===== config.mk =====
export PLATFORM = sky130hd
export DESIGN_NAME = prl_cell
export DESIGN_NICKNAME = d
export VERILOG_FILES = /design/src/rtl/prl_pkg.sv /design/src/rtl/prl_cell.sv
export SDC_FILE = /design/constraint.sdc
export NUM_CORES = 1
export LEC_CHECK = 0
export BUFFER_PORTS_ARGS = -buffer_cell sky130_fd_sc_hd__buf_4
export CAP_MARGIN = 20
export CORE_ASPECT_RATIO = 0.75
export CORE_MARGIN = 5
export CORE_UTILIZATION = 31
export CTS_BUF_LIST = sky130_fd_sc_hd__clkbuf_4
export CTS_CLUSTER_DIAMETER = 120
export DETAILED_ROUTE_END_ITERATION = 8
export PLACE_DENSITY_LB_ADDON = 0.3
export SLEW_MARGIN = 20
export SYNTH_ARGS = -nofsm -noshare
export SYNTH_HDL_FRONTEND = slang
export SYNTH_SLANG_ARGS = --single-unit

===== constraint.sdc =====
create_clock -name clock -period 5.3 [get_ports clock]
set_input_delay 1.06 -clock clock [delete_from_list [all_inputs] [get_ports clock]]
set_output_delay 1.06 -clock clock [all_outputs]
set_load 0.02 [all_outputs]

===== src/rtl/prl_pkg.sv =====
`default_nettype none

package prl_pkg;

   // Command codes
   localparam logic [2:0] CMD_APPEND    = 3'd0;
   localparam logic [2:0] CMD_READ      = 3'd1;
   localparam logic [2:0] CMD_INSERT    = 3'd2;
   localparam logic [2:0] CMD_DELETE    = 3'd3;
   localparam logic [2:0] CMD_CLEAR     = 3'd4;
   localparam logic [2:0] CMD_OVERWRITE = 3'd5;

   // Status codes
   localparam logic [1:0] ST_OK    = 2'd0;
   localparam logic [1:0] ST_RANGE = 2'd1;
   localparam logic [1:0] ST_FULL  = 2'd2;

   typedef struct packed {
      logic [2:0]  command;
      logic [6:0]  position;
      logic [31:0] record_handle;
   } req_type;

   typedef struct packed {
      logic [1:0]  status;
      logic [31:0] handle_out;
      logic [6:0]  entry_total;
   } rsp_type;

   // Broadcast control for every cell of the chain
   typedef struct packed {
      logic ins;   // shift up above the position, load at it
      logic del;   // shift down from the position on
      logic wr;    // load at the position
      logic rd;    // drive the value at the position onto the read tap
   } cell_ctl_type;

endpackage

`default_nettype wire


===== src/rtl/prl_cell.sv =====
`default_nettype none

module prl_cell #(
   parameter int INDEX        = 0,
   parameter int CNT_W        = 7,
   parameter int HANDLE_WIDTH = 32
) (
   input  wire                        clock,
   input  prl_pkg::cell_ctl_type      ctl,
   input  wire [CNT_W-1:0]            sel_pos,
   input  wire [HANDLE_WIDTH-1:0]     handle,
   input  wire [HANDLE_WIDTH-1:0]     left_in,
   input  wire [HANDLE_WIDTH-1:0]     right_in,
   output logic [HANDLE_WIDTH-1:0]    value_out,
   output logic [HANDLE_WIDTH-1:0]    tap_out
);

   localparam logic [CNT_W-1:0] MY_INDEX = CNT_W'(INDEX);

   logic [HANDLE_WIDTH-1:0] value_ff;
   logic [HANDLE_WIDTH-1:0] value_in;
   logic                    at_pos;
   logic                    above_pos;

   assign at_pos    = (MY_INDEX == sel_pos);
   assign above_pos = (MY_INDEX > sel_pos);

   always_comb begin
      value_in = value_ff;
      if (ctl.ins) begin
         if (above_pos) begin
            value_in = left_in;
         end else if (at_pos) begin
            value_in = handle;
         end
      end else if (ctl.del) begin
         if (above_pos || at_pos) begin
            value_in = right_in;
         end
      end else if (ctl.wr && at_pos) begin
         value_in = handle;
      end
   end

   always_ff @(posedge clock) begin
      value_ff <= value_in;
   end

   assign value_out = value_ff;
   assign tap_out   = (ctl.rd && at_pos) ? value_ff : '0;

endmodule

`default_nettype wire


==> results.md, run 1 <==
* Critical Path AT at around 2.7 ns
* Hold wc startpoint: right_in[4]
* Slowest-stage cell, CP: or4b_2
* # IOs at 172
* Worst hold margin at around 1.0 ns
* Max-slew violation count at 0
* Port Buffers at ~140
* CTS tree: built
* 1st-iter DRT viols at 26
* Tcrit/Tclk final at 71.8%
* Cell row count at 24
* Mean number of vias per cell at between 4 and 5
* Net count after synthesis at ~250
* Area taken by multi-input logic gates at between 700 and 800 µm²
* Critical path capture point type: output port
* Seq. cell area at 961 µm²
* Vias in the first global route at 1722
* Status: complete, no violations
* Layout cell share with drive strength beyond 1 at around 74%
* Pwr dens at roughly 180 nW/µm²
* Final Util at 51.8%
* Post-DP HPWL at 4240 µm
* Hold depth at 2
* Leak pwr at 1.37 nW
* Die height at 78.3 µm
* DR WL/cell at 15.0 µm
* Pre-antenna DRT Iters at 4
* Largest net degree at the start of global routing at 34
* Register area share after synthesis at approximately 50%
* Worst slew pin tran at just over 0.9 ns
* Ys flop type: edfxtp_1
* Synth top area share at roughly 50%
* N_diodes at 0
* Final hold viol count at 0
* Flops & latches, synth at 32
* Worst rel slew slack at around two fifths
* Top cells by count, synth: 32 x edfxtp_1, 32 x inv_1, 27 x mux2_2, 27 x nor3_2, 5 x mux2_1
* Yosys warns at 0
* EDFF count, synth at 32
* Number of max-cap violations at 0
* Distinct cells, synth at 16
* Nets@finish at approximately 400
* Mean Syn Cell Area at about 13 µm²
* Post-route DRC violation count at 0
* Via count at 1551
* Initial Util at 32.6%
* GRT Total Usage at between 10% and 20%
* Crit path cell chain: buf_4 -> or4b_2 -> buf_4 -> nor3_1 -> buf_4
* Post-Syn Area at around 1900 µm²
* CTS Hold Bufs at 0
* Max clock buf depth at 2
* Htree depth at 2
* FILL cells at about 550
* Area grow syn2layout at 58.7%
* CTS Sinks at 32
* Crit-path max cell delay at 0.88 ns
* Startpoint Class: input port
* First-pass GRT wire length at 8240 µm
* Core ar. at just under 6000 µm²
* Final WL at between 5000 and 6000 µm
* Area contributors post-synth: edfxtp_1 50%, mux2_2 16%, nor3_2 14%, inv_1 6.2%, buf_12 3.1%
* Initial antenna violation count at 0
* Final setup fails at 0
* Postcts setup bufs at 0
* CP Max Fanout at 22
* TNS Setup at 0 ns
* Top cell by count, worst path: buf_4
* Gp weighted congestion at 0.742
* Clock root buffer: clkbuf_4
* RSZ-0062 raised after global routing: no
* Largest register FFs at 32
* Die footprint at approximately 8000 µm²
* Setup CP Type: input port to output port
* Total CTS buffers at 5
* F_max at about 260 MHz
* Hold EP: value_out[4]
* Die X at ~100 µm
* Post_cts resized at 0
* Fraction of registers with async set/reset at 0%
* Clk slew on worst S/H paths at about 0.11 ns
* Worst hold-check path type: input port to flop
* CP required at approximately 4.2 ns
* Cells after Synth at 146
* Worst vdd ir at between 0.1 and 0.15 mV
* Design Power at approximately 0.55 mW
* Synth area leader: edfxtp_1
* Crit path time final at between 3 and 4 ns
* Remaining global-route overflow at 0
* Antenna viol nets, final at 0
==> power by group <==
group	internal [mW]	leakage (nW)	switching, mW
registers	0.282	0.288	0.000714
clock network	0.104	0.0456	0.0850
logic	0.0552	1.04	0.0279
==> through the flow <==
step,cell area [µm²],setup slack [ns],instances
CTS,3060,1.48,361
global route,3060,1.39,361
floorplan,1930,0.856,146
finish,3060,1.50,361
global placement,2980,1.48,353
detailed placement,2980,1.48,353
==> area by class of cell <==
type / count / share of cell area (%)
sequential: 32 / 31.4
tap: 78 / 3.19
inverter: 32 / 3.92
clock buffer: 6 / 1.47
multi-input combinational: 70 / 24.3
timing repair buffer: 141 / 34.6
clock inverter: 2 / 1.14
==> worst max-delay path by stage <==
stage	cells after the start	endpoint	startpoint	slack [ns]
6_report	5	tap_out[31]	sel_pos[5]	1.50
5_1_grt	5	tap_out[31]	sel_pos[5]	1.39
4_1_cts	5	tap_out[31]	sel_pos[5]	1.48
3_5_place_dp	5	tap_out[31]	sel_pos[5]	1.48
3_3_place_gp	5	tap_out[0]	sel_pos[5]	1.48
2_1_floorplan	3	value_out[0]	sel_pos[4]	0.86
==> layer usage <==
metal | track usage [%] | vias up | share of wire (%)
met4 | 3.98 | 0 | 1.2
met3 | 5.93 | 7 | 9.1
li1 | - | 772 | -
met2 | 23.9 | 65 | 53
met1 | 14.5 | 707 | 37
met5 | 0 | - | 0
==> placed cells by master (no fill, tap or decap) <==
master and count:
clkinv_2 1, mux2_1 5, bufinv_16 1, or4b_2 1
nor3_4 3, nor3_2 28, nor2b_4 1, nor3_1 3
or3_1 1, clkbuf_4 6, edfxtp_1 32, or4_4 1
mux2_2 27, buf_4 141, inv_1 32
==> logic make-up (layout without fill, tap and decap cells) <==
| logic type | after synthesis | after routing | share of synthesized area, % |
|---|---|---|---|
| buffers and inverters | 44 | 181 | 12.2 |
| and+or+nand+nor | 38 | 38 | 19.3 |
| muxes | 32 | 32 | 18.7 |
| DFF | 32 | 32 | 49.8 |
==> critical path, delay by kind of cell <==
kind / cells / cell delay [ns]
buffers and inverters: 3 / 0.62
AND/OR/NAND/NOR: 2 / 1.05
Power figures use the tool's default switching activity.
==> inputs of run 2 (changes only) <==
- clock period: 5.3 -> 3.8 ns (I/O delays scaled with it)
==> run 2 against run 1 <==
Clock-buffer cell count shrank 1. Total power grew 39%. Sequential power grew 40%. Global-route usage grew 0.40 points. Sequential share of layout area shrank 0.22 points. Critical path depth is the same. Wire length grew 2.3%. Critical endpoint unchanged.
==> results.md, run 2 (synthesis gave the netlist of run 1 again) <==
* Status: complete, no violations
* Clk slew on worst S/H paths at around 0.11 ns
* Initial antenna violation count at 0
* GRT Total Usage at roughly 14%
* CTS Hold Bufs at 0
* Number of max-cap violations at 0
* Nets@finish at between 300 and 400
* Commonest non-fill, non-tap cells in the layout: 143 x buf_4, 32 x inv_1, 32 x edfxtp_1
* CP Max Fanout at 12
* Max-slew violation count at 0
* F_max at around 320 MHz
* # IOs at between 150 and 200
* Die footprint at around 7900 µm²
* Gp weighted congestion at ~0.7
* N_diodes at 0
* Initial Util at between 30 and 40%
* RSZ-0062 raised after global routing: no
* Remaining global-route overflow at 0
* Die height at 78.3 µm
* Final setup fails at 0
* Leak pwr at approximately 1.4 nW
* Port Buffers at between 100 and 150
* Largest register FFs at 32
* DR WL/cell at ~15 µm
* Area taken by multi-input logic gates at 752 µm²
* Seq. cell area at slightly below 1000 µm²
* Setup CP Type: input port to output port
* Critical path capture point type: output port
* Worst slew pin tran at 0.908 ns
* Worst hold margin at 0.701 ns
* Crit path to: tap_out[31]
* Hold depth at 2
* Core ar. at roughly 5900 µm²
* Final WL at about 5500 µm
* Worst rel slew slack at between 30% and 40%
* Max clock buf depth at 2
* Area grow syn2layout at 59.8%
* Final hold viol count at 0
* Largest net degree at the start of global routing at 34
* Mean number of vias per cell at around 4.3
* Layout cell share with drive strength beyond 1 at between 70% and 80%
* CTS Sinks at 32
* Post-route DRC violation count at 0
* 1st-iter DRT viols at 35
* Pre-antenna DRT Iters at 4
* First-pass GRT wire length at ~8500 µm
* Crit path time final at about 3.1 ns
* Setup crit start: sel_pos[5]
* Htree depth at 2
* Cell row count at 24
* Antenna viol nets, final at 0
* TNS Setup at 0 ns
* Post-DP HPWL at between 4000 and 5000 µm
* Tcrit/Tclk final at 82.8%
* Most common cell after layout, fill and taps aside: buf_4
* CP required at slightly above 3 ns
* Die X at around 100 µm
* Postcts setup bufs at 0
* Via count at 1579
* Critical Path AT at 2.38 ns
* Worst hold-check path type: input port to flop
* FILL cells at about 550
* CTS tree: built
* Design Power at about 0.77 mW
* Clock root buffer: clkbuf_4
* Post_cts resized at 0
* Total CTS buffers at 5
* Pwr dens at about 250 nW/µm²
* Vias in the first global route at 1725
* Worst vdd ir at about 0.17 mV
* Startpoint Class: input port
[run 2: how the worst min path moves through the flow]
stage,start,endpoint
final,handle[3],value_out[3]
after global routing,right_in[3],value_out[3]
after CTS,handle[3],value_out[3]
after detailed placement,handle[19],value_out[19]
after global placement,handle[3],value_out[3]
after floorplan,handle[18],value_out[18]
[run 2: final cells by class]
cell class	instances	share of cell area [%]
Clock inverter	3	1.38
Clock buffer	5	1.22
Multi-Input combinational cell	70	24.4
Sequential cell	32	31.2
Timing Repair Buffer	143	34.8
Tap cell	78	3.16
Inverter	32	3.89
[run 2: critical path, cell delays in order]
cell	delay [ns]
buf_4	0.11
or4b_2	0.89
buf_4	0.30
nor3_1	0.15
buf_4	0.17
[run 2: power breakdown]
group	internal, mW	switching [mW]	total, mW
registers	0.393	0.00101	0.394
clock network	0.137	0.124	0.261
logic	0.0774	0.0395	0.117
total	0.607	0.164	0.772
[run 2: per-layer routing]
metal  track usage [%]  routed length, µm  part of all wire (%)  vias up
li1                  -                  -                     -      778
met1              15.3               2020                    36      727
met2              23.8               2850                    51       64
met3              6.64                580                    10       10
met4              4.12                 91                   1.6        0
met5                 0                  0                     0        -
[run 2: per-stage QoR]
step,area (µm²),setup WS [ns],instances,utilization (%)
floorplan,1940,0.628,146,-
global placement,3000,0.647,355,50.8
detailed placement,3000,0.647,355,50.8
CTS,3080,0.649,363,52.1
global route,3080,0.571,363,52.1
finish,3080,0.655,363,52.1
==> inputs of run 3 (changes only) <==
- clock period: 3.8 -> 2.8 ns (I/O delays scaled with it)
==> run 3 against run 2 <==
Cell area fell by 0.16%. Combinational power rose by 38%. Global-route usage barely moved. Worst hold slack got worse by 0.16 ns. Wire length fell by 0.61%. Clock-buffer cell count rose by 1. Largest power group unchanged.
==> results.md, run 3 (synthesis gave the netlist of run 1 again) <==
* Status: complete, no violations
* Die footprint at 7920 µm²
* Post-DP HPWL at between 4000 and 5000 µm
* Tcrit/Tclk final at 89.4%
* Nets@finish at 392
* CTS Hold Bufs at 0
* Initial Util at ~33%
* Final hold viol count at 0
* Critical Path AT at roughly 1.9 ns
* Crit-path max cell delay at just over 0.7 ns
* Worst hold margin at approximately 0.54 ns
* Setup CP Type: input port to output port
* Largest register FFs at 32
* Post-route DRC violation count at 0
* GRT Total Usage at between 10 and 15%
* Via count at around 1600
* DR WL/cell at roughly 15 µm
* Number of max-cap violations at 0
* First-pass GRT wire length at ~8600 µm
* CP required at between 2 and 2.5 ns
* # IOs at 172
* Initial antenna violation count at 0
* Finished Cell Area at ~3000 µm²
* Die X at around 100 µm
* N_diodes at 0
* Pre-antenna DRT Iters at 3
* Most common cell after layout, fill and taps aside: buf_4
* CTS tree: built
* Design Power at 0.944 mW
* Antenna viol nets, final at 0
* CP Max Fanout at 32
* Worst slew pin tran at ~0.6 ns
* Post-DP Area at between 3000 and 4000 µm²
* Max-slew violation count at 0
* Die height at roughly 78 µm
* Worst vdd ir at roughly 0.19 mV
* Cell row count at 24
* Worst hold-check path type: input port to flop
* CTS Sinks at 32
* Top cell by count, worst path: buf_4
* F_max at 399 MHz
* Vias in the first global route at around 1700
* Final WL at between 5000 and 6000 µm
* Setup crit start: sel_pos[5]
* Port Buffers at between 100 and 150
* Area grow syn2layout at 59.5%
* Seq. cell area at slightly below 1000 µm²
* Gp weighted congestion at ~0.73
* Layout cell share with drive strength beyond 1 at 74.3%
* Max clock buf depth at 2
* Final Util at between 50 and 60%
* Largest net degree at the start of global routing at 34
* Commonest non-fill, non-tap cells in the layout: 141 x buf_4, 32 x inv_1, 32 x edfxtp_1
* 1st-iter DRT viols at 27
* Slowest-stage cell, CP: or4b_2
* Area taken by multi-input logic gates at approximately 750 µm²
* Final setup fails at 0
* Clock root buffer: clkbuf_4
* Pwr dens at approximately 310 nW/µm²
* Core ar. at 5920 µm²
* Post_cts resized at 0
* Htree depth at 2
* Clk slew on worst S/H paths at roughly 0.1 ns
* Hold wc startpoint: handle[25]
* TNS Setup at 0 ns
* Total CTS buffers at 5
* Crit path time final at ~2.5 ns
* FILL cells at around 550
* Leak pwr at around 1.4 nW
* Critical path capture point type: output port
* Mean number of vias per cell at approximately 4.3
* Remaining global-route overflow at 0
* Crit path cell chain: buf_4 -> or4b_2 -> buf_12 -> nor3_1 -> buf_4
* Startpoint Class: input port
* RSZ-0062 raised after global routing: no
* Postcts setup bufs at 0
* Worst rel slew slack at around 60%
==> run 3: layer usage <==
metal / vias up / share of wire [%] / global-route usage [%]
li1: 775 / - / -
met1: 729 / 36 / 15.3
met2: 64 / 52 / 23.7
met3: 6 / 11 / 6.64
met4: 0 / 1.3 / 3.98
met5: - / 0 / 0
==> run 3: final timing paths <==
check,cells after the start,endpoint
min,2,value_out[25]
max,5,tap_out[31]
==> run 3: through the flow <==
stage,setup slack (ns),instances
2_1_floorplan,0.310,146
3_3_place_gp,0.301,355
3_5_place_dp,0.293,355
4_1_cts,0.293,362
5_1_grt,0.231,362
6_report,0.297,362
==> run 3: cell type report <==
cell class / instances / share of cell area, %
Clock buffer: 6 / 1.46
Clock inverter: 1 / 0.163
Timing Repair Buffer: 143 / 35.7
Sequential cell: 32 / 31.2
Multi-Input combinational cell: 70 / 24.4
Inverter: 32 / 3.90
Tap cell: 78 / 3.17
==> run 3: report_power, final <==
part	switching (mW)	internal, mW	leakage, nW
clock	0.145	0.102	0.0315
sequential	0.00144	0.533	0.288
combinational	0.0541	0.108	1.07
total	0.201	0.744	1.38
==> run 3: worst max-delay path: cells and delay by family <==
kind,cells,cell delay (ns)
buffers and inverters,3,0.51
AND/OR/NAND/NOR,2,0.87
